==> config.mk <==
export PLATFORM = sky130hd
export DESIGN_NAME = tpzs_ctrl
export DESIGN_NICKNAME = d
export VERILOG_FILES = /design/src/rtl/core/torus_point_zbuffer_shader_assert.svh /design/src/rtl/core/tpzs_pkg.sv /design/src/rtl/core/tpzs_ctrl.sv
export SDC_FILE = /design/constraint.sdc
export NUM_CORES = 1
export LEC_CHECK = 0
export BUFFER_PORTS_ARGS = -buffer_cell sky130_fd_sc_hd__buf_4
export CELL_PAD_IN_SITES_DETAIL_PLACEMENT = 1
export CELL_PAD_IN_SITES_GLOBAL_PLACEMENT = 1
export CORE_ASPECT_RATIO = 1.4
export CORE_MARGIN = 5
export CORE_UTILIZATION = 34
export CTS_CLUSTER_DIAMETER = 100
export DETAILED_ROUTE_END_ITERATION = 8
export PLACE_DENSITY_LB_ADDON = 0.1
export SYNTH_ARGS = -nofsm -noshare
export SYNTH_HDL_FRONTEND = slang
export SYNTH_SLANG_ARGS = --single-unit
==> constraint.sdc <==
create_clock -name clk_i -period 2.14 [get_ports clk_i]
set_clock_uncertainty 0.2 [all_clocks]
set_input_delay 0.321 -clock clk_i [delete_from_list [all_inputs] [get_ports clk_i]]
set_output_delay 0.321 -clock clk_i [all_outputs]
set_load 0.02 [all_outputs]
==> src/rtl/core/torus_point_zbuffer_shader_assert.svh <==
// Assertion macros for the torus point plotter.
`ifndef TORUS_POINT_ZBUFFER_SHADER_ASSERT_SVH
`define TORUS_POINT_ZBUFFER_SHADER_ASSERT_SVH

// Same-cycle implication, sampled on clk_i and disabled in reset.
`define TPZS_ASSERT_IMP(lbl, ante, cons) \
  lbl: assert property (@(posedge clk_i) disable iff (!rst_ni) (ante) |-> (cons)) \
    else $error("tpzs assertion failed");

// Next-cycle implication, sampled on clk_i and disabled in reset.
`define TPZS_ASSERT_NXT(lbl, ante, cons) \
  lbl: assert property (@(posedge clk_i) disable iff (!rst_ni) (ante) |=> (cons)) \
    else $error("tpzs assertion failed");

`endif

==> src/rtl/core/tpzs_pkg.sv <==
// Shared types, constants and tables of the torus point plotter.
`timescale 1ns / 1ps
package tpzs_pkg;

  localparam int unsigned COLUMNS   = 40;
  localparam int unsigned ROWS      = 27;
  localparam int unsigned CELLS     = COLUMNS * ROWS;
  localparam int unsigned ADDR_W    = $clog2(CELLS);
  localparam int unsigned COL_W     = $clog2(COLUMNS);
  localparam int unsigned ROW_W     = $clog2(ROWS);
  localparam int unsigned VAL_W     = 24;
  localparam int unsigned DEPTH_W   = 16;
  localparam int unsigned CODE_W    = 4;
  localparam int unsigned ENTRY_W   = DEPTH_W + CODE_W;
  localparam int unsigned MUL_STEPS = 18;
  localparam int unsigned DIV_STEPS = 16;
  localparam int unsigned PRJ_STEPS = 4;

  localparam logic [CODE_W-1:0] SPACE_CODE  = 4'd15;
  localparam logic [7:0]        SPACE_CHAR  = 8'h20;
  localparam logic [5:0]        SCALE_RESET = 6'd15;

  typedef enum logic [1:0] {
    ACT_START = 2'd0,
    ACT_PLOT  = 2'd1,
    ACT_READ  = 2'd2,
    ACT_NONE  = 2'd3
  } action_e;

  typedef enum logic [3:0] {
    OP_SS, OP_CS, OP_SR, OP_CR, OP_H, OP_SA, OP_CA, OP_SB, OP_CB,
    OP_SIH, OP_CIH, OP_T, OP_SCJ, OP_U, OP_W
  } opnd_e;

  typedef enum logic [3:0] {
    DST_SIH, DST_CIH, DST_DEN, DST_T, DST_PX, DST_PY, DST_SCJ, DST_U, DST_LUM, DST_W
  } dst_e;

  typedef enum logic [1:0] {
    ACC_LOAD, ACC_ADD, ACC_SUB, ACC_ADD5
  } acc_e;

  typedef enum logic [1:0] {
    RES_HOLD, RES_ZERO, RES_READ, RES_PLOT
  } res_e;

  typedef enum logic [3:0] {
    ST_INIT, ST_IDLE, ST_CLEAR, ST_MEX, ST_MWB, ST_DCHK, ST_DIV, ST_PRJ,
    ST_LOOK, ST_CMP, ST_RDA, ST_RDD, ST_DONE
  } st_e;

  typedef struct packed {
    opnd_e a;
    opnd_e b;
    dst_e  dst;
    acc_e  acc;
  } mop_t;

  typedef struct packed {
    logic              accept;
    logic              frame_ld;
    logic              clr;
    logic [ADDR_W-1:0] cnt;
    mop_t              mop;
    logic              mul_ex;
    logic              mul_wb;
    logic              div_init;
    logic              div_step;
    logic              prj;
    logic              rd_pos;
    res_e              res;
    logic              out_ld;
  } cmd_t;

  typedef struct packed {
    logic den_bad;
    logic den_sat;
    logic in_bounds;
    logic out_busy;
  } sts_t;

  typedef struct packed {
    logic               we;
    logic [ADDR_W-1:0]  waddr;
    logic [ENTRY_W-1:0] wdata;
    logic [ADDR_W-1:0]  raddr;
  } ram_req_t;

  function automatic mop_t mop_table(input logic [4:0] step);
    mop_t m;
    unique case (step)
      5'd0:    m = '{a: OP_SS,  b: OP_H,  dst: DST_SIH, acc: ACC_LOAD};
      5'd1:    m = '{a: OP_CS,  b: OP_H,  dst: DST_CIH, acc: ACC_LOAD};
      5'd2:    m = '{a: OP_SIH, b: OP_SA, dst: DST_DEN, acc: ACC_LOAD};
      5'd3:    m = '{a: OP_SR,  b: OP_CA, dst: DST_DEN, acc: ACC_ADD5};
      5'd4:    m = '{a: OP_SIH, b: OP_CA, dst: DST_T,   acc: ACC_LOAD};
      5'd5:    m = '{a: OP_SR,  b: OP_SA, dst: DST_T,   acc: ACC_SUB};
      5'd6:    m = '{a: OP_CIH, b: OP_CB, dst: DST_PX,  acc: ACC_LOAD};
      5'd7:    m = '{a: OP_T,   b: OP_SB, dst: DST_PX,  acc: ACC_SUB};
      5'd8:    m = '{a: OP_CIH, b: OP_SB, dst: DST_PY,  acc: ACC_LOAD};
      5'd9:    m = '{a: OP_T,   b: OP_CB, dst: DST_PY,  acc: ACC_ADD};
      5'd10:   m = '{a: OP_SS,  b: OP_CR, dst: DST_SCJ, acc: ACC_LOAD};
      5'd11:   m = '{a: OP_SR,  b: OP_SA, dst: DST_U,   acc: ACC_LOAD};
      5'd12:   m = '{a: OP_SCJ, b: OP_CA, dst: DST_U,   acc: ACC_SUB};
      5'd13:   m = '{a: OP_CB,  b: OP_U,  dst: DST_LUM, acc: ACC_LOAD};
      5'd14:   m = '{a: OP_SCJ, b: OP_SA, dst: DST_LUM, acc: ACC_SUB};
      5'd15:   m = '{a: OP_SR,  b: OP_CA, dst: DST_LUM, acc: ACC_SUB};
      5'd16:   m = '{a: OP_CS,  b: OP_CR, dst: DST_W,   acc: ACC_LOAD};
      5'd17:   m = '{a: OP_W,   b: OP_SB, dst: DST_LUM, acc: ACC_SUB};
      default: m = '{a: OP_SS,  b: OP_SS, dst: DST_W,   acc: ACC_LOAD};
    endcase
    return m;
  endfunction

  function automatic logic [7:0] ramp_char(input logic [CODE_W-1:0] code);
    logic [7:0] c;
    unique case (code)
      4'd0:    c = 8'h2E;
      4'd1:    c = 8'h2C;
      4'd2:    c = 8'h2D;
      4'd3:    c = 8'h7E;
      4'd4:    c = 8'h3A;
      4'd5:    c = 8'h3B;
      4'd6:    c = 8'h3D;
      4'd7:    c = 8'h21;
      4'd8:    c = 8'h2A;
      4'd9:    c = 8'h23;
      4'd10:   c = 8'h24;
      4'd11:   c = 8'h40;
      default: c = SPACE_CHAR;
    endcase
    return c;
  endfunction

endpackage

==> src/rtl/core/tpzs_ctrl.sv <==
// Sequencing state machine of the torus point plotter.
`timescale 1ns / 1ps
module tpzs_ctrl (
  input  logic              clk_i,
  input  logic              rst_ni,
  input  logic              s_tvalid_i,
  output logic              s_tready_o,
  input  logic [1:0]        action_i,
  input  tpzs_pkg::sts_t    sts_i,
  output tpzs_pkg::cmd_t    cmd_o
);

  localparam int unsigned AW = tpzs_pkg::ADDR_W;

  tpzs_pkg::st_e st_q, st_d;
  logic [AW-1:0] cnt_q, cnt_d;

  always_ff @(posedge clk_i or negedge rst_ni) begin
    if (!rst_ni) begin
      st_q  <= tpzs_pkg::ST_INIT;
      cnt_q <= '0;
    end else begin
      st_q  <= st_d;
      cnt_q <= cnt_d;
    end
  end

  always_comb begin
    st_d       = st_q;
    cnt_d      = cnt_q;
    cmd_o      = '0;
    cmd_o.cnt  = cnt_q;
    cmd_o.mop  = tpzs_pkg::mop_table(cnt_q[4:0]);
    cmd_o.res  = tpzs_pkg::RES_HOLD;
    s_tready_o = 1'b0;
    unique case (st_q)
      tpzs_pkg::ST_INIT, tpzs_pkg::ST_CLEAR: begin
        cmd_o.clr = 1'b1;
        cnt_d     = cnt_q + AW'(1);
        if (cnt_q == AW'(tpzs_pkg::CELLS - 1)) begin
          cnt_d = '0;
          if (st_q == tpzs_pkg::ST_INIT) begin
            st_d = tpzs_pkg::ST_IDLE;
          end else begin
            cmd_o.res = tpzs_pkg::RES_ZERO;
            st_d      = tpzs_pkg::ST_DONE;
          end
        end
      end
      tpzs_pkg::ST_IDLE: begin
        s_tready_o = 1'b1;
        cnt_d      = '0;
        if (s_tvalid_i) begin
          cmd_o.accept = 1'b1;
          unique case (tpzs_pkg::action_e'(action_i))
            tpzs_pkg::ACT_START: begin
              cmd_o.frame_ld = 1'b1;
              st_d           = tpzs_pkg::ST_CLEAR;
            end
            tpzs_pkg::ACT_PLOT: st_d = tpzs_pkg::ST_MEX;
            tpzs_pkg::ACT_READ: st_d = tpzs_pkg::ST_RDA;
            default: begin
              cmd_o.res = tpzs_pkg::RES_ZERO;
              st_d      = tpzs_pkg::ST_DONE;
            end
          endcase
        end
      end
      tpzs_pkg::ST_MEX: begin
        cmd_o.mul_ex = 1'b1;
        st_d         = tpzs_pkg::ST_MWB;
      end
      tpzs_pkg::ST_MWB: begin
        cmd_o.mul_wb = 1'b1;
        if (cnt_q == AW'(tpzs_pkg::MUL_STEPS - 1)) begin
          cnt_d = '0;
          st_d  = tpzs_pkg::ST_DCHK;
        end else begin
          cnt_d = cnt_q + AW'(1);
          st_d  = tpzs_pkg::ST_MEX;
        end
      end
      tpzs_pkg::ST_DCHK: begin
        if (sts_i.den_bad) begin
          cmd_o.res = tpzs_pkg::RES_ZERO;
          st_d      = tpzs_pkg::ST_DONE;
        end else begin
          cmd_o.div_init = 1'b1;
          st_d = sts_i.den_sat ? tpzs_pkg::ST_PRJ : tpzs_pkg::ST_DIV;
        end
      end
      tpzs_pkg::ST_DIV: begin
        cmd_o.div_step = 1'b1;
        cnt_d          = cnt_q + AW'(1);
        if (cnt_q == AW'(tpzs_pkg::DIV_STEPS - 1)) begin
          cnt_d = '0;
          st_d  = tpzs_pkg::ST_PRJ;
        end
      end
      tpzs_pkg::ST_PRJ: begin
        cmd_o.prj = 1'b1;
        cnt_d     = cnt_q + AW'(1);
        if (cnt_q == AW'(tpzs_pkg::PRJ_STEPS - 1)) begin
          cnt_d = '0;
          st_d  = tpzs_pkg::ST_LOOK;
        end
      end
      tpzs_pkg::ST_LOOK: begin
        cmd_o.rd_pos = 1'b1;
        if (sts_i.in_bounds) begin
          st_d = tpzs_pkg::ST_CMP;
        end else begin
          cmd_o.res = tpzs_pkg::RES_ZERO;
          st_d      = tpzs_pkg::ST_DONE;
        end
      end
      tpzs_pkg::ST_CMP: begin
        cmd_o.rd_pos = 1'b1;
        cmd_o.res    = tpzs_pkg::RES_PLOT;
        st_d         = tpzs_pkg::ST_DONE;
      end
      tpzs_pkg::ST_RDA: st_d = tpzs_pkg::ST_RDD;
      tpzs_pkg::ST_RDD: begin
        cmd_o.res = tpzs_pkg::RES_READ;
        st_d      = tpzs_pkg::ST_DONE;
      end
      tpzs_pkg::ST_DONE: begin
        if (!sts_i.out_busy) begin
          cmd_o.out_ld = 1'b1;
          st_d         = tpzs_pkg::ST_IDLE;
        end
      end
      default: st_d = tpzs_pkg::ST_IDLE;
    endcase
  end

endmodule

### Word-level counts from Yosys, hierarchy flattened

Memory sizes are Yosys's and may differ from the RTL's.
Index checks and enable logic that the tools add are counted.

| word-level totals | value |
|---|---|
| input port bits | 9 |
| latch bits | 0 |
| memory bits (read-only) | 448 |
| memories kept | 1 |
| memory bits (writable) | 0 |
| flip-flop bits (word level) | 15 |

| cells by class | value |
|---|---|
| shift-type cells | 0 |
| reductions and logical operators | 8 |
| mux-type cells | 38 |
| order comparisons | 0 |
| add/subtract/negate cells | 1 |
| divide/modulo/power cells | 0 |
| multipliers | 0 |
| bitwise logic cells | 0 |
| equal/unequal tests | 23 |

Memories:

| memory | depth | bits a word | rd ports | clocked after Yosys merged registers in | write ports | RTL line | source |
|---|---|---|---|---|---|---|---|
| (no name shown) | 32 | 14 | 1 | 0 | 0 | tpzs_pkg.sv:91 | `unique case (step)` |

Operator list:

| operator | number |
|---|---|
| $pmux W11 S5 | 1 |
| $mux W11 | 4 |
| $pmux W4 S11 | 1 |
| $mux W4 | 7 |
| $eq A4 B4 Y1 const B | 5 |
| $mux W1 | 19 |
| $eq A4 B3 Y1 const B | 4 |
| $pmux W2 S6 | 1 |
| $pmux W4 S3 | 1 |
| $add A11 B1 Y11 const B | 1 |
| $eq A11 B11 Y1 const B | 1 |
| $eq A11 B2 Y1 const B | 1 |
| $eq A11 B4 Y1 const B | 1 |
| $eq A11 B5 Y1 const B | 1 |
| $ne A2 B2 Y1 const B | 5 |
| $eq A4 B2 Y1 const B | 2 |
| $mux W3 | 2 |
| $reduce_or A2 Y1 | 3 |
| $reduce_and A5 Y1 | 1 |
| $reduce_bool A5 Y1 | 1 |
| $eq A4 B1 Y1 const B | 1 |
| $logic_not A4 Y1 | 1 |
| $mux W2 | 2 |
| $reduce_or A3 Y1 | 1 |
| 3 further kinds | 3 |

### Logic depth before layout (Yosys ltp)

| logic depth | value |
|---|---|
| depth in word-level cells | 5 |
| depth in mapped cells | 7 |
| mapped depth without buffers | 7 |

### Worst setup path after synthesis

No wires, ideal clock.

| timing path | value |
|---|---|
| path kind | register to output |
| from | register cnt_q[0] |
| to | output port cmd_o[15] (netlist bit) |
| required time | 1619 ps |
| cell stages (with the launch flop) | 8 |
| path buffers | 1 |
| setup slack | -377 ps |
| arrival time | 1996 ps |
| cells stage by stage | dfrtp_1 -> clkbuf_1 -> inv_1 -> ha_1 -> inv_1 -> a21oi_1 -> a21oi_1 -> o21ai_0 |

RTL lines:

| item | RTL line | source |
|---|---|---|
| start, declared | tpzs_ctrl.sv:16 | `logic [AW-1:0] cnt_q, cnt_d;` |
| start signal, assigned | tpzs_ctrl.sv:24 | `cnt_q <= cnt_d;` |
| end, declared | tpzs_ctrl.sv:10 | `output tpzs_pkg::cmd_t cmd_o` |

==> metrics.txt <==
First DRT Iteration DRCs 61; most common cell in the synthesized netlist nor2_1; die area roughly 6700 um^2; mean post-synth cell area approximately 7.6 um^2; largest net degree at the start of global routing 19; crit-path max FO 4; Crit Path Category register to output port; Post-Synthesis Cells 230; number of antenna diodes 0; R2R depth 7; DR vias 2026; EDFF count, synth 0; Max Freq 447.5 MHz; Slowest-stage cell, CP dfrtp_2; final critical-path share of the clock period 104.4%; Crit path top cell by count buf_4; post-route ant nets 0; Max transition margin 74.95%; CTS sink count 15; R2R Setup Slk -0.01 ns; Worst Tran Pin Value 0.3728 ns; Leak 1.186 nW; failing checks setup timing; CP Cell Sequence buf_6 -> buf_4 -> a211oi_1 -> a21oi_1 -> o21ai_1 -> buf_4; CTS Buf Count 3; Global Route Usage Sum 18.96%; CTS tree built; Clock Latency Late Sink 0.25 ns; Final Setup Violations 8; Synth Flop Type dfrtp_1; status finished, violations left; core area 5081 um^2; # DRC 0; synth cell count leaders nor2_1 (27), nand2_1 (22), a21oi_1 (15), dfrtp_1 (15); mapped cell area 1745 um^2; flops & latches, synth 15; Tmin final 2.235 ns; Starting Density about a third; Synth top area share 21.51%; Max clock buf depth 2; Slew Limit Fails 0; die width between 70 and 80 um; sequential area share after synthesis 21.51%; Worst Path Required 1.62 ns; H-tree level count 1; Final Hold Slack between 0.15 and 0.2 ns; Final WS setup -0.09469 ns; hold crit path type primary input to register; I/O Buffers 46; DR WL/cell roughly 17 um; first-pass GRT wire length 10340 um; number of distinct library cells after synthesis 60; CP startpoint kind register; layout cells sized above 1 44.98%; drt first pass iters 4; FP Rows 31; Ports 47; placed insts 357; CP endpoint kind output port; number of antenna violations at the first check in global routing 0; DIE HEIGHT 94.78 um; via/cell ratio about 5.4; power density over cell area 1520 nW/um^2; number of global-route vias before repair between 2000 and 2500; share of flip-flops with an asynchronous set or reset 100.0%; total gr overflow 0; critical path startpoint cnt_q[0]; Placer Congestion between 0.7 and 0.8; setup TNS -0.1872 ns; leading area contributor after synthesis dfrtp_1; CP endpoint cmd_o[16]; Synth warnings 0; maximum vdd drop roughly 0.00065 V; Area Overhead vs Synth 51.25%; worst r2r src cnt_q[1]; max-cap viol count 0; Syn Nets 248; Post-Layout Cell Count 375; final-report hold violation count 0; max incr delay on CP 0.49 ns; worst path arrival time 1.71 ns; synth top area cells dfrtp_1 (22%), ha_1 (6.5%), nor2_1 (5.8%), nand2_1 (4.7%), a21oi_1 (4.3%); Nets 328; Fillers roughly 620; DP HPWL 4833 um; R2R Path End cnt_q[8]; RSZ-0062 raised after global routing true; clock slew at reported path FFs 0.06 ns; routed wire length between 6000 and 7000 um; Root Driver clkbuf_8
## area by class of cell
type	instances	area, um^2	share of cell area (%)
Multi-Input combinational cell	187	1345	50.95
Timing Repair Buffer	92	734.5	27.82
Sequential cell	15	384.1	14.55
Tap cell	66	82.58	3.128
Inverter	11	48.80	1.848
Clock buffer	4	45.04	1.706
## metrics by stage
step	area, um^2	power, mW	setup slack (ns)	util [%]
2_1_floorplan	1764	2.301	0.002426	-
6_report	2640	4.012	-0.09469	51.96
3_3_place_gp	2310	3.236	0.01033	45.46
4_1_cts	2499	3.732	-0.02222	49.18
5_1_grt	2640	4.325	-0.2003	51.96
3_5_place_dp	2310	3.264	-0.01750	45.46
## how the worst min path moves through the flow
stage                     slack [ns]     start  cells after the start         to
after floorplan                -0.17    rst_ni                      0   cnt_q[0]
after global placement         -0.01    rst_ni                      1  cnt_q[10]
after detailed placement       -0.01    rst_ni                      1   cnt_q[8]
after CTS                       0.19  sts_i[2]                      3    st_q[0]
after global routing            0.19  sts_i[2]                      3    st_q[0]
final                           0.18  sts_i[2]                      3    st_q[0]
## logic make-up (layout without fill, tap and decap cells)
kind of cell | Yosys count | count (layout) | synth area share, %
AOI/OAI and AO/OA | 63 | 63 | 25.02
and+or+nand+nor | 101 | 101 | 30.11
DFF | 15 | 15 | 21.51
adders and majority gates | 9 | 9 | 6.452
xor gates and xnor gates | 8 | 8 | 4.014
muxes | 6 | 6 | 3.584
buffers and inverters | 28 | 107 | 9.318
## registers in the layout (all words and copies together), names as in the netlist
register,flops
st_q,4
cnt_q,11
## metal layers
metal | up-vias | track usage [%] | wire [um]
li1 | 987 | - | -
met1 | 989 | 22.29 | 2586
met2 | 42 | 35.23 | 3544
met3 | 8 | 3.088 | 234
met4 | 0 | 5.329 | 97
met5 | - | 0 | 0
## critical path: cells and delay by family, from the launching register on
| kind | cells | cell delay (ns) |
|---|---|---|
| DFF | 1 | 0.49 |
| AOI/OAI and AO/OA | 3 | 0.54 |
| buffers and inverters | 3 | 0.44 |
## what timing repair did
| item | 4_1_cts | 5_1_grt |
|---|---|---|
| hold buffers | 1 | 0 |
| gates resized for setup | 26 | 26 |
| setup buffers | 6 | 7 |
| endpoints found under the hold margin | 15 | 0 |
| endpoints found under the setup margin | 17 | 28 |
| pin swaps | 8 | 15 |
## power by group
part | internal (mW) | total, mW | leakage [nW] | switching (mW)
logic | 1.48 | 3.24 | 0.979 | 1.76
clock network | 0.132 | 0.232 | 0.0228 | 0.100
registers | 0.375 | 0.543 | 0.184 | 0.167
## cell usage in the layout (no fill, tap or decap), types with 4 or more instances in the layout
cell type,n
o21ai_1,7
nand2_1,21
a31oi_1,4
inv_1,6
nand2b_1,4
a21oi_1,13
nand4_1,6
buf_4,80
dfrtp_2,7
mux2i_1,4
buf_6,11
o31ai_1,5
o21ai_0,7
nand3_1,7
nor3_1,10
dfrtp_1,8
nor2_1,25
xnor2_1,5
ha_4,4
Note: power is estimated with default switching activity, not from simulation.
