$ cat src/rtl/core/torus_point_zbuffer_shader_assert.svh
// Assertion macros for the torus point plotter.
`ifndef TORUS_POINT_ZBUFFER_SHADER_ASSERT_SVH
`define TORUS_POINT_ZBUFFER_SHADER_ASSERT_SVH

// Same-cycle implication, sampled on clk_i and disabled in reset.
`define TPZS_ASSERT_IMP(lbl, ante, cons) \
  lbl: assert property (@(posedge clk_i) disable iff (!rst_ni) (ante) |-> (cons)) \
    else $error("tpzs assertion failed");

// Next-cycle implication, sampled on clk_i and disabled in reset.
`define TPZS_ASSERT_NXT(lbl, ante, cons) \
  lbl: assert property (@(posedge clk_i) disable iff (!rst_ni) (ante) |=> (cons)) \
    else $error("tpzs assertion failed");

`endif

$ cat src/rtl/core/tpzs_ram.sv
// Generic single-write, single-read RAM with registered read data.
`timescale 1ns / 1ps
module tpzs_ram #(
  parameter int unsigned WIDTH = 8,
  parameter int unsigned DEPTH = 16
) (
  input  logic                     clk_i,
  input  logic                     we_i,
  input  logic [$clog2(DEPTH)-1:0] waddr_i,
  input  logic [WIDTH-1:0]         wdata_i,
  input  logic [$clog2(DEPTH)-1:0] raddr_i,
  output logic [WIDTH-1:0]         rdata_o
);

  logic [WIDTH-1:0] mem [DEPTH];

  always_ff @(posedge clk_i) begin
    if (we_i) begin
      mem[waddr_i] <= wdata_i;
    end
    rdata_o <= mem[raddr_i];
  end

endmodule

$ cat config.mk
export PLATFORM = sky130hd
export DESIGN_NAME = tpzs_ram
export DESIGN_NICKNAME = d
export VERILOG_FILES = /design/src/rtl/core/torus_point_zbuffer_shader_assert.svh /design/src/rtl/core/tpzs_ram.sv
export SDC_FILE = /design/constraint.sdc
export NUM_CORES = 1
export LEC_CHECK = 0
export BUFFER_PORTS_ARGS = -buffer_cell sky130_fd_sc_hd__buf_2
export CORE_MARGIN = 2
export CORE_UTILIZATION = 34
export CTS_BUF_LIST = sky130_fd_sc_hd__clkbuf_8 sky130_fd_sc_hd__clkbuf_16
export DETAILED_ROUTE_END_ITERATION = 8
export HOLD_SLACK_MARGIN = 0.1
export PLACE_DENSITY = 0.59
export SLEW_MARGIN = 20
export SYNTH_ARGS = -nofsm -noshare
export SYNTH_HDL_FRONTEND = slang
export SYNTH_SLANG_ARGS = --single-unit
$ cat constraint.sdc
create_clock -name clk_i -period 5.65 [get_ports clk_i]
set_clock_uncertainty 0.15 [all_clocks]
set_input_delay 0.8475 -clock clk_i [delete_from_list [all_inputs] [get_ports clk_i]]
set_output_delay 0.8475 -clock clk_i [all_outputs]
set_load 0.02 [all_outputs]
==> Yosys cells after proc, flatten, opt, wreduce, memory -nomap -nowiden <==
Memories as Yosys holds them, arrays and structs flattened. A register that Yosys moved wholly into a read port is not among the register bits.
Index checks and enable logic that the tools add are counted.
{ "classes": {"muxes": 2} }
{ "op_table": {"columns": ["cell", "count"], "rows": [
  ["$mux 1", 2]
]} }
{ "totals": {"ramBits": 128, "memories": 1, "inputBits": 18, "regBits": 0, "elab_cells": 3} }
{ "memory_table": {"columns": ["name", "words", "word_bits", "read_ports", "rd_ports_with_merged_regs", "write_ports", "line_no", "source"], "rows": [
  ["mem", 16, 8, 1, 1, 1, "tpzs_ram.sv:15", "logic [WIDTH-1:0] mem [DEPTH];"]
]} }

==> Longest topological paths before layout <==
Gate-level depths: netlist (run 1).
{ "depth": {"depth_word": 2, "depth_mapped": 5, "ltp_nobuf": 3} }

==> Least setup slack after synthesis (run 1) <==
Ideal clock, no wire load.
{ "synth_path": {"path_type": "input to register", "start": "input waddr_i[2]", "end": "memory mem[0][0], enable pin", "arrival_time_ns": 1.957, "t_required_ns": 5.117, "setup_time_ns": 0.383, "setup_slack_ns": 3.160, "path_stages": 2, "path_cell_list": "or3b_2 -> nor3_1"} }
{ "synth_lines": {"columns": ["item", "line_no", "source"], "rows": [
  ["from (decl)", "tpzs_ram.sv:9", "input logic [$clog2(DEPTH)-1:0] waddr_i,"],
  ["to (decl)", "tpzs_ram.sv:15", null]
]} }
No word-level cell before the write port.

==> Worst setup path after layout (run 1) <==
{ "layout_path": {"start": "input waddr_i[2]", "end": "memory mem[2][2], enable pin"} }
No word-level cell before the write port.

==> load_flow_metrics.sql, run 1 <==
INSERT INTO impl_metrics (metric_group, metric, value, unit) VALUES
('power', 'leakage_power_figure', '2.03', 'nW'),
('drt', 'via_count', '2339', ''),
('yosys', 'synth-seq-area-share', '77.8', '%'),
('outcome', 'status', 'completed', ''),
('clock_network', 'clockBufferDepth', '2', ''),
('die', 'rows', '44', ''),
('timing', 'slew-limit-headroom', '34.0', '%'),
('die', 'die_h', '127', 'um'),
('clock_network', 'post_cts_resize_count', '0', ''),
('die', 'die_area', '16100', 'um2'),
('power', 'peakVddDrop', '0.212', 'mV'),
('timing', 'final-setup-viol-count', '0', ''),
('yosys', 'post_synth_xor_area_fraction', '0', '%'),
('worst_setup_path', 'crit_path_end_kind', 'register', ''),
('finish', 'finish.utilization', '41.7', '%'),
('drt', 'detail_route.wirelength', '9860', 'um'),
('drt', 'detail_route.wl_per_cell', '21.3', 'um'),
('global_route', 'grt_remaining_overflow', '0', ''),
('yosys', 'number_of_enable_type_register_cells_in_the_synthesized_netlist', '128', ''),
('placed_design', 'post_dp_cell_area', '5440', 'um2'),
('clock_network', 'cts_setup_buffers', '0', ''),
('global_route', 'global_route.usage.total', '13.4', '%'),
('clock_network', 'cts_tree', 'done', ''),
('global_route', 'antenna_found_initial', '0', ''),
('finish', 'final_area', '6110', 'um2'),
('global_route', 'grt_pass1_wl', '15300', 'um'),
('timing', 'setup_total_negative_slack', '0', 'ns'),
('finish', 'final_layout_net_count', '284', ''),
('power', 'power_density', '401', 'nW/um2'),
('timing', 'timing_hold_violations_final', '0', ''),
('hold_path', 'holdCritPathClass', 'register to register', ''),
('worst_setup_path', 'worstPathRequired', '5.53', 'ns'),
('finish', 'final_cell_count_no_fill', '463', ''),
('timing', 'final_max_slew_viol_count', '0', ''),
('clock_network', 'clock_latency_on_the_worst_skew_pair', '0.41', 'ns'),
('worst_setup_path', 'critPathKind', 'primary input to register', ''),
('timing', 'final_min_period_over_clock_period', '40.5', '%'),
('worst_setup_path', 'worst_setup_start_kind', 'primary input', ''),
('yosys', 'synth_top_family_by_area', 'multiplexers', ''),
('timing', 'rsz_0062_raised_after_global_routing', 'no', ''),
('clock_network', 'clk_root_buffer_cell', 'sky130_fd_sc_hd__clkbuf_16', ''),
('timing', 'worstMarginPinSlew', '0.986', 'ns'),
('yosys', 'synth_fa_ha_area_share', '0', '%'),
('yosys', 'synth_simple_gate_area_share', '3.18', '%'),
('clock_network', 'cts_num_sinks', '136', ''),
('finish', 'antenna_cells_inserted', '0', ''),
('yosys', 'ys_async_sr_fraction', '0', '%'),
('die', 'count_of_pins_on_the_block_boundary', '26', ''),
('placed_design', 'post-place-cells', '431', ''),
('drt', 'detail_route.first_pass.iterations', '4', ''),
('finish', 'multiInputGateArea', '1060', 'um2'),
('yosys', 'synth.distinct_cells', '19', ''),
('worst_setup_path', 'cp_data_arrival_time', '2.17', 'ns'),
('clock_network', 'htreeDepth', '4', ''),
('yosys', 'yosys_warnings', '0', ''),
('yosys', 'synthCells', '229', ''),
('finish', 'register_area', '4000', 'um2'),
('yosys', 'synth_nets', '247', ''),
('timing', 'period_needed', '2.29', 'ns'),
('global_route', 'grt_pass1_vias', '2498', ''),
('yosys', 'post_synth_mux_area_share', '15.0', '%'),
('drt', 'avgViaCountPerCell', '5.05', ''),
('job', 'cap_violations', '0', ''),
('clock_network', 'clock_slew_seen_by_the_registers_of_the_worst_setup_and_hold_paths', '0.06', 'ns'),
('clock_network', 'postCtsHoldBufs', '0', ''),
('worst_setup_path', 'worst-path-max-fanout', '8', ''),
('die', 'initial_utilization', '35.2', '%'),
('finish', 'filler_cell_count', '1277', ''),
('global_route', 'pin_count_of_the_biggest_net_entering_global_routing', '33', ''),
('die', 'floorplan.die.width', '127', 'um'),
('yosys', 'synth_seq_cells', '136', ''),
('yosys', 'total_standard_cell_area_after_synthesis', '5150', 'um2'),
('placed_design', 'place_congestion', '0.738', ''),
('finish', 'area_growth_syn_to_layout', '18.7', '%'),
('yosys', 'average_cell_area_after_synthesis', '22.5', 'um2'),
('die', 'core-area', '14600', 'um2'),
('finish', 'final_layout_size_suffix_gt1_share', '28.7', '%'),
('clock_network', 'cts_buffers', '17', ''),
('timing', 'timing.fmax', '0.437', 'GHz'),
('yosys', 'synth_compound_gate_area_share', '2.33', '%'),
('drt', 'detail_route.iter0.violations', '163', ''),
('placed_design', 'port-buffer-count', '25', ''),
('drt', 'drt.antenna.violating_nets', '0', ''),
('drt', 'detail_route.drc_violations', '0', ''),
('yosys', 'synthFlopType', 'sky130_fd_sc_hd__edfxtp_1', '');
metal layers:
metal | part of all wire (%) | GRT usage (%) | vias to the layer above
li1 | - | - | 1048
met1 | 46 | 18.8 | 1216
met2 | 48 | 20.2 | 62
met3 | 4.9 | 3.85 | 13
met4 | 1.2 | 4.85 | 0
met5 | 0 | 0 | -
worst paths after layout:
path / start / slack (ns) / cells past startpoint / endpoint
hold reg to reg: mem[15][6] / 0.53 / 3 / rdata_o[6]
setup / recovery: waddr_i[2] / 3.36 / 3 / mem[2][2]
setup reg to reg: mem[1][0] / 4.15 / 3 / rdata_o[0]
hold / removal: mem[15][6] / 0.53 / 3 / rdata_o[6]
flip-flops by register name (all words and copies together) (netlist names):
name,cells
mem,128
rdata_o,8
final cells by class:
class	instances	area share, %
Sequential cell	136	65.5
Multi-Input combinational cell	83	17.4
Clock buffer	18	7.19
Tap cell	184	3.77
Clock inverter	14	3.65
Timing Repair Buffer	28	2.46
worst max-delay path, stage by stage:
cell                     delay, ns
sky130_fd_sc_hd__buf_2        0.11
sky130_fd_sc_hd__or3b_2       0.52
sky130_fd_sc_hd__nor2_1       0.69
synth_stat cells, types with 2 or more instances:
cell | n | area [um2]
sky130_fd_sc_hd__nand2_1 | 9 | 33.8
sky130_fd_sc_hd__dfxtp_1 | 8 | 160
sky130_fd_sc_hd__edfxtp_1 | 128 | 3840
sky130_fd_sc_hd__nor2_1 | 13 | 48.8
sky130_fd_sc_hd__nor3_1 | 4 | 20.0
sky130_fd_sc_hd__mux4_2 | 18 | 405
sky130_fd_sc_hd__buf_2 | 3 | 15.0
sky130_fd_sc_hd__mux4_1 | 14 | 368
sky130_fd_sc_hd__clkdlybuf4s25_2 | 3 | 30.0
sky130_fd_sc_hd__a22oi_1 | 16 | 120
sky130_fd_sc_hd__buf_6 | 3 | 33.8
sky130_fd_sc_hd__nand3b_1 | 2 | 15.0
sky130_fd_sc_hd__nand2b_1 | 2 | 12.5
kinds of logic after synthesis:
group	Yosys count
buf+inv	10
compound gates	16
flops	136
mux	32
simple gates	35
layout by cell type (no fill, tap or decap), drive strengths merged:
cell type    n
or3b         1
dfxtp        8
a22oi       16
nand2b       2
mux4        32
nand3        1
nor2        13
nand3b       2
and2b        1
buf         28
and2         1
bufinv       5
clkinvlp     2
nand2        9
nor2b        1
nor3         4
clkinv       6
edfxtp     128
clkbuf      18
inv          1
where the power goes:
group | internal [mW] | switching (mW)
logic | 0.0407 | 0.0645
clock network | 0.798 | 0.412
registers | 1.13 | 0.00768
metrics by stage:
step | worst slack, ns | hold WS, ns | power [mW]
6_report | 3.36 | 0.533 | 2.45
5_1_grt | 3.31 | 0.559 | 2.53
4_1_cts | 3.04 | 0.532 | 2.48
3_5_place_dp | 2.59 | 0.517 | 1.26
3_3_place_gp | 2.60 | 0.501 | 1.26
2_1_floorplan | 3.16 | 0.479 | 1.22
No activity file was read; power rests on OpenSTA's default activity.
==> inputs of run 2 (changes only) <==
ABC_AREA = 1   (was not set)
PLACE_DENSITY = 0.61   (was 0.59)
clock period = 1.84 ns   (was 5.65 ns; I/O delays follow)
==> run 2 against run 1 <==
Compared with the run above: sequential power increased to 3.1 times the previous value; utilization decreased by 1.0 points; area after synthesis increased by 12%; register-to-register slack got worse by 3.6 ns; hold slack got worse by 0.41 ns; final area increased by 11%; synthesized cell count increased by 140%; clock-buffer cell count decreased by 1; power increased to 2.9 times the previous value; via count increased by 66%; die area increased by 12%; non-clock buffer count increased by 21; critical path type is now register to primary output.
==> load_flow_metrics.sql, run 2 <==
INSERT INTO impl_metrics (metric_group, metric, value, unit) VALUES
('outcome', 'status', 'completed', ''),
('timing', 'final_max_slew_viol_count', '0', ''),
('timing', 'setup_total_negative_slack', '0', 'ns'),
('finish', 'layout.cells.most_common', 'sky130_fd_sc_hd__nand2_1', ''),
('clock_network', 'cts_setup_buffers', '0', ''),
('drt', 'detail_route.drc_violations', '0', ''),
('placed_design', 'port-buffer-count', '25', ''),
('timing', 'final_min_period_over_clock_period', '75.9', '%'),
('placed_design', 'place.detailed.hpwl', '8080', 'um'),
('placed_design', 'place_congestion', '0.827', ''),
('worst_setup_path', 'critical_path.top_delay_family', 'flip-flops', ''),
('finish', 'area_growth_syn_to_layout', '17.1', '%'),
('clock_network', 'cts_buffers', '17', ''),
('clock_network', 'post_cts_resize_count', '0', ''),
('worst_setup_path', 'critPathKind', 'register to primary output', ''),
('die', 'core-area', '16600', 'um2'),
('yosys', 'yosys_warnings', '0', ''),
('die', 'die_area', '18000', 'um2'),
('clock_network', 'clockBufferDepth', '2', ''),
('timing', 'setup_slack_of_the_critical_path_after_layout', '0.444', 'ns'),
('yosys', 'leading_cell_type_by_number_of_instances_after_synthesis', 'sky130_fd_sc_hd__nand2_1', ''),
('clock_network', 'postCtsHoldBufs', '1', ''),
('yosys', 'synth_top_cell_area_share', '66.7', '%'),
('worst_setup_path', 'worst_setup_start_kind', 'register', ''),
('worst_setup_path', 'cp_data_arrival_time', '0.97', 'ns'),
('global_route', 'pin_count_of_the_biggest_net_entering_global_routing', '65', ''),
('drt', 'detail_route.wl_per_cell', '15.7', 'um'),
('finish', 'final_cell_count_no_fill', '828', ''),
('drt', 'detail_route.first_pass.iterations', '5', ''),
('yosys', 'synth_nets', '569', ''),
('worst_setup_path', 'crit_buf_inv', '1', ''),
('placed_design', 'dp_slack', '0.212', 'ns'),
('die', 'initial_utilization', '34.8', '%'),
('yosys', 'synth.distinct_cells', '12', ''),
('yosys', 'synth.top_cells.by_count', 'sky130_fd_sc_hd__nand2_1, sky130_fd_sc_hd__edfxtp_1, sky130_fd_sc_hd__inv_1, sky130_fd_sc_hd__nand3_1, sky130_fd_sc_hd__nor2_1', ''),
('worst_setup_path', 'worst-path-max-fanout', '1', ''),
('job', 'cap_violations', '0', ''),
('finish', 'final_layout_net_count', '613', ''),
('finish', 'final_layout_size_suffix_gt1_share', '12.8', '%'),
('worst_setup_path', 'crit_start', 'rdata_o[7]', ''),
('yosys', 'number_of_enable_type_register_cells_in_the_synthesized_netlist', '128', ''),
('yosys', 'average_cell_area_after_synthesis', '10.5', 'um2'),
('clock_network', 'clock_latency_on_the_worst_skew_pair', '0.41', 'ns'),
('finish', 'reg_top3', 'mem x128, rdata_o x8', ''),
('worst_setup_path', 'worstReg2RegStart', 'mem[9][5]', ''),
('drt', 'detail_route.iter0.violations', '342', ''),
('clock_network', 'clock_slew_seen_by_the_registers_of_the_worst_setup_and_hold_paths', '0.06', 'ns'),
('timing', 'period_needed', '1.40', 'ns'),
('timing', 'slew-limit-headroom', '59.2', '%'),
('power', 'peakVddDrop', '0.738', 'mV'),
('global_route', 'grt_pass1_wl', '20400', 'um'),
('power', 'power_density', '1040', 'nW/um2'),
('timing', 'worstMarginPinSlew', '0.611', 'ns'),
('drt', 'drt.antenna.violating_nets', '0', ''),
('clock_network', 'htreeDepth', '4', ''),
('global_route', 'grt_remaining_overflow', '0', ''),
('yosys', 'ys_async_sr_fraction', '0', '%'),
('hold_path', 'holdCritPathClass', 'primary input to register', ''),
('yosys', 'synth_seq_cells', '136', ''),
('finish', 'antenna_cells_inserted', '0', ''),
('yosys', 'total_standard_cell_area_after_synthesis', '5770', 'um2'),
('yosys', 'synth-seq-area-share', '69.4', '%'),
('die', 'rows', '47', ''),
('global_route', 'antenna_found_initial', '0', ''),
('worst_setup_path', 'max_stage_delay', '0.37', 'ns'),
('drt', 'detail_route.wirelength', '13000', 'um'),
('worst_setup_path', 'crit_chain', 'buf_2', ''),
('timing', 'timing_hold_violations_final', '0', ''),
('power', 'power', '7.01', 'mW'),
('drt', 'avgViaCountPerCell', '4.68', ''),
('timing', 'timing.fmax', '0.716', 'GHz'),
('clock_network', 'cts_num_sinks', '136', ''),
('drt', 'via_count', '3872', ''),
('timing', 'final-setup-viol-count', '0', ''),
('global_route', 'grt_pass1_vias', '3608', ''),
('finish', 'largest_register_ffs', '128', ''),
('yosys', 'synth_area_leader_cell', 'sky130_fd_sc_hd__edfxtp_1', ''),
('hold_path', 'worst_hold_startpoint', 'wdata_i[2]', ''),
('finish', 'final_cell_mix', 'sky130_fd_sc_hd__nand2_1, sky130_fd_sc_hd__edfxtp_1, sky130_fd_sc_hd__inv_1', ''),
('die', 'die_h', '134', 'um'),
('die', 'count_of_pins_on_the_block_boundary', '26', ''),
('clock_network', 'cts_tree', 'done', ''),
('worst_setup_path', 'crit_path_end_kind', 'primary output', ''),
('yosys', 'synthFlopType', 'sky130_fd_sc_hd__edfxtp_1', ''),
('die', 'floorplan.die.width', '134', 'um'),
('finish', 'largest_register', 'mem', ''),
('worst_setup_path', 'cp_slowest_cell', 'sky130_fd_sc_hd__dfxtp_1', ''),
('global_route', 'global_route.usage.total', '15.2', '%'),
('worst_setup_path', 'worstPathRequired', '1.41', 'ns'),
('yosys', 'synthCells', '551', ''),
('power', 'leakage_power_figure', '2.91', 'nW'),
('clock_network', 'clk_root_buffer_cell', 'sky130_fd_sc_hd__clkbuf_16', ''),
('timing', 'rsz_0062_raised_after_global_routing', 'no', ''),
('placed_design', 'post-place-cells', '795', ''),
('yosys', 'yosys-top-cells-area', 'sky130_fd_sc_hd__edfxtp_1, sky130_fd_sc_hd__nand2_1, sky130_fd_sc_hd__nand3_1', '');
run 2: path summary, 6_finish.rpt:
check | to | cells past startpoint | slack (ns)
min | mem[1][2] | 1 | 0.13
max | rdata_o[7] | 1 | 0.44
max reg2reg | rdata_o[5] | 6 | 0.60
min reg2reg | rdata_o[1] | 6 | 0.52
run 2: cells by family after synthesis:
group                  after synthesis  share of synthesized area [%]
buffers and inverters              126                           9.52
AND/OR/NAND/NOR                    289                           21.0
flip-flops                         136                           69.4
run 2: area by class of cell:
| class | instances | area, um2 |
|---|---|---|
| inverters | 102 | 383 |
| repair buffers | 49 | 333 |
| fillers | 1582 | 9830 |
| well taps | 220 | 275 |
| flip-flops and latches | 136 | 4000 |
| clock buffers | 17 | 425 |
| multi-input cells | 289 | 1210 |
| clock inverters | 15 | 116 |
run 2: layer usage:
layer,part of all wire [%],up-vias,global-route usage [%]
met5,0,-,0
met4,2.1,0,5.32
met3,6.9,18,3.70
met2,45,156,22.8
met1,46,1841,21.6
li1,-,1857,-
run 2: where the power goes:
| part | internal [mW] | switching [mW] |
|---|---|---|
| clock | 1.83 | 1.25 |
| sequential | 3.46 | 0.0215 |
| combinational | 0.131 | 0.320 |
| total | 5.42 | 1.59 |
run 2: metrics by stage:
step | area [um2] | hold WS, ns | util, %
finish | 6750 | 0.128 | 40.7
global placement | 6200 | 0.496 | 37.4
global route | 6750 | 0.125 | 40.7
detailed placement | 6200 | 0.502 | 37.4
floorplan | 5770 | 0.225 | -
CTS | 6750 | 0.115 | 40.7
==> inputs of run 3 (changes only) <==
ABC_AREA = 0   (was 1)
PLACE_DENSITY = 0.59   (was 0.61)
clock period = 1.3 ns   (was 1.84 ns; I/O delays follow)
==> run 3 against run 2 <==
Compared with the run above: the flow now finishes with violations (setup timing); sequential power grew 42%; cell count shrank 38%; worst setup slack got worse by 0.55 ns; hold slack improved by 0.027 ns; critical endpoint is now rdata_o[5]; largest cell class unchanged.
==> load_flow_metrics.sql, run 3 (synthesis gave the netlist of run 1 again) <==
INSERT INTO impl_metrics (metric_group, metric, value, unit) VALUES
('clock_network', 'clock_slew_seen_by_the_registers_of_the_worst_setup_and_hold_paths', '0.05', 'ns'),
('placed_design', 'place.detailed.hpwl', '6700', 'um'),
('die', 'count_of_pins_on_the_block_boundary', '26', ''),
('clock_network', 'cts_num_sinks', '136', ''),
('finish', 'layout.cells.most_common', 'sky130_fd_sc_hd__edfxtp_1', ''),
('worst_setup_path', 'worst_setup_start_kind', 'register', ''),
('power', 'clockPowerShare', '45.1', '%'),
('drt', 'drt.antenna.violating_nets', '0', ''),
('job', 'cap_violations', '0', ''),
('drt', 'detail_route.wl_per_cell', '19.9', 'um'),
('finish', 'largest_register', 'mem', ''),
('die', 'floorplan.die.width', '127', 'um'),
('power', 'combPwrFrac', '6.1', '%'),
('worst_setup_path', 'crit_path_end_kind', 'register', ''),
('clock_network', 'cts_setup_buffers', '0', ''),
('worst_setup_path', 'max_stage_delay', '0.51', 'ns'),
('drt', 'detail_route.first_pass.iterations', '4', ''),
('global_route', 'pin_count_of_the_biggest_net_entering_global_routing', '17', ''),
('timing', 'period_needed', '1.41', 'ns'),
('global_route', 'grt_use_met2', '21.4', '%'),
('timing', 'final_max_slew_viol_count', '0', ''),
('placed_design', 'place_congestion', '0.716', ''),
('finish', 'area_growth_syn_to_layout', '28.6', '%'),
('worst_setup_path', 'crit_chain', 'mux4_2 > a22oi_2 > nand2_1', ''),
('placed_design', 'port-buffer-count', '25', ''),
('drt', 'detail_route.iter0.violations', '234', ''),
('global_route', 'global_route.usage.total', '13.9', '%'),
('finish', 'final_cell_count_no_fill', '510', ''),
('worst_setup_path', 'cp_slowest_cell', 'sky130_fd_sc_hd__mux4_2', ''),
('timing', 'rsz_0062_raised_after_global_routing', 'yes', ''),
('global_route', 'top_usage_layer', 'met2', ''),
('finish', 'reg_top3', 'mem x128, rdata_o x8', ''),
('power', 'part_of_the_total_power_dissipated_in_sequential_elements', '48.7', '%'),
('global_route', 'grt_pass1_wl', '15800', 'um'),
('placed_design', 'post_dp_cell_area', '5920', 'um2'),
('finish', 'final_cell_mix', 'sky130_fd_sc_hd__edfxtp_1, sky130_fd_sc_hd__mux4_2, sky130_fd_sc_hd__buf_4', ''),
('timing', 'finalHoldWorstSlack', '0.155', 'ns'),
('worst_setup_path', 'cp_data_arrival_time', '1.56', 'ns'),
('worst_setup_path', 'critPathKind', 'register to register', ''),
('timing', 'setup_total_negative_slack', '-0.526', 'ns'),
('global_route', 'grt_remaining_overflow', '0', ''),
('clock_network', 'clk_root_buffer_cell', 'sky130_fd_sc_hd__clkbuf_16', ''),
('finish', 'final_layout_net_count', '331', ''),
('drt', 'detail_route.wirelength', '10200', 'um'),
('worst_setup_path', 'worst-path-max-fanout', '1', ''),
('timing', 'timing_hold_violations_final', '0', ''),
('outcome', 'violated_checks', 'setup timing', ''),
('power', 'power_density', '1530', 'nW/um2'),
('timing', 'slew-limit-headroom', '44.5', '%'),
('die', 'die_h', '127', 'um'),
('timing', 'timing.fmax', '0.710', 'GHz'),
('die', 'core-area', '14600', 'um2'),
('global_route', 'grt_pass1_vias', '2643', ''),
('drt', 'via_count', '2459', ''),
('finish', 'finish.utilization', '45.2', '%'),
('worst_setup_path', 'worstPathRequired', '1.45', 'ns'),
('clock_network', 'clockBufferDepth', '2', ''),
('finish', 'final_layout_size_suffix_gt1_share', '44.8', '%'),
('drt', 'avgViaCountPerCell', '4.82', ''),
('drt', 'detail_route.drc_violations', '0', ''),
('global_route', 'grtUsageMet3', '4.06', '%'),
('die', 'rows', '44', ''),
('placed_design', 'post-place-cells', '470', ''),
('hold_path', 'holdCritPathClass', 'primary input to register', ''),
('clock_network', 'clock_latency_on_the_worst_skew_pair', '0.41', 'ns'),
('finish', 'final_area', '6620', 'um2'),
('clock_network', 'htreeDepth', '4', ''),
('finish', 'antenna_cells_inserted', '0', ''),
('die', 'initial_utilization', '35.2', '%'),
('clock_network', 'cts_tree', 'done', ''),
('power', 'switching_part_of_the_total_power', '19.6', '%'),
('power', 'peakVddDrop', '0.954', 'mV'),
('clock_network', 'cts_buffers', '17', ''),
('global_route', 'antenna_found_initial', '0', ''),
('timing', 'setup_slack_of_the_critical_path_after_layout', '-0.108', 'ns'),
('placed_design', 'dp_slack', '-0.493', 'ns'),
('timing', 'worstMarginPinSlew', '0.830', 'ns'),
('timing', 'final_min_period_over_clock_period', '108', '%'),
('timing', 'final-setup-viol-count', '8', ''),
('finish', 'largest_register_ffs', '128', ''),
('global_route', 'grt_use_met1', '18.8', '%'),
('finish', 'filler_cell_count', '1243', ''),
('die', 'die_area', '16100', 'um2'),
('power', 'power', '10.1', 'mW'),
('power', 'p_sw', '1.98', 'mW'),
('outcome', 'status', 'complete, but fails checks', ''),
('power', 'power.internal', '8.15', 'mW'),
('power', 'leakage_power_figure', '2.23', 'nW');
run 3: changes by cell type in the layout (fill, tap and decap cells not counted), sizes merged, moves of 3 or more:
cell and change:
nand2 -164, nor3 +4, nor2 -4, inv -103, buf +19, dlygate4sd3 +7, clkinvlp -3, mux4 +32
a22oi +16, nand3 -96
run 3: worst max-delay path: cells and delay by family (launching register included):
family	cells	cell delay (ns)
and+or+nand+nor	1	0.07
AOI/OAI and AO/OA	1	0.21
DFF	1	0.36
muxes	1	0.51
run 3: final timing paths:
kind	startpoint	to	slack (ns)	cells past startpoint
worst max-delay path	mem[11][5]	rdata_o[5]	-0.11	3
worst min register to register	mem[7][1]	rdata_o[1]	0.53	3
worst min-delay path	raddr_i[1]	rdata_o[4]	0.15	4
worst max register to register	mem[11][5]	rdata_o[5]	-0.11	3
run 3: final cells by class:
class / instances / area [um2] / area share, %
clock buffer: 17 / 425 / 6.43
clock inverter: 15 / 143 / 2.15
multi-input combinational: 83 / 1110 / 16.8
sequential: 136 / 4010 / 60.5
tap: 184 / 230 / 3.48
timing repair buffer: 75 / 703 / 10.6
run 3: routing by layer:
metal,up-vias,wire length (um)
met3,11,636
met2,64,4980
met5,-,0
li1,1128,-
met4,0,108
met1,1256,4450
run 3: power by group through the flow:
stage               logic [mW]  clock network, mW  registers [mW]
finish                   0.622               4.57            4.94
global route             0.674               4.90            4.94
CTS                      0.632               4.66            4.94
detailed placement       0.589                  0            5.03
global placement         0.583                  0            5.02
floorplan                0.282                  0            5.05
run 3: what timing repair did:
action / CTS / global route
gates resized for setup: 12 / 2
hold buffers: 8 / 0
endpoints found under the setup margin: 11 / 9
pin swaps: 0 / 4
hold endpoints to repair: 128 / 0
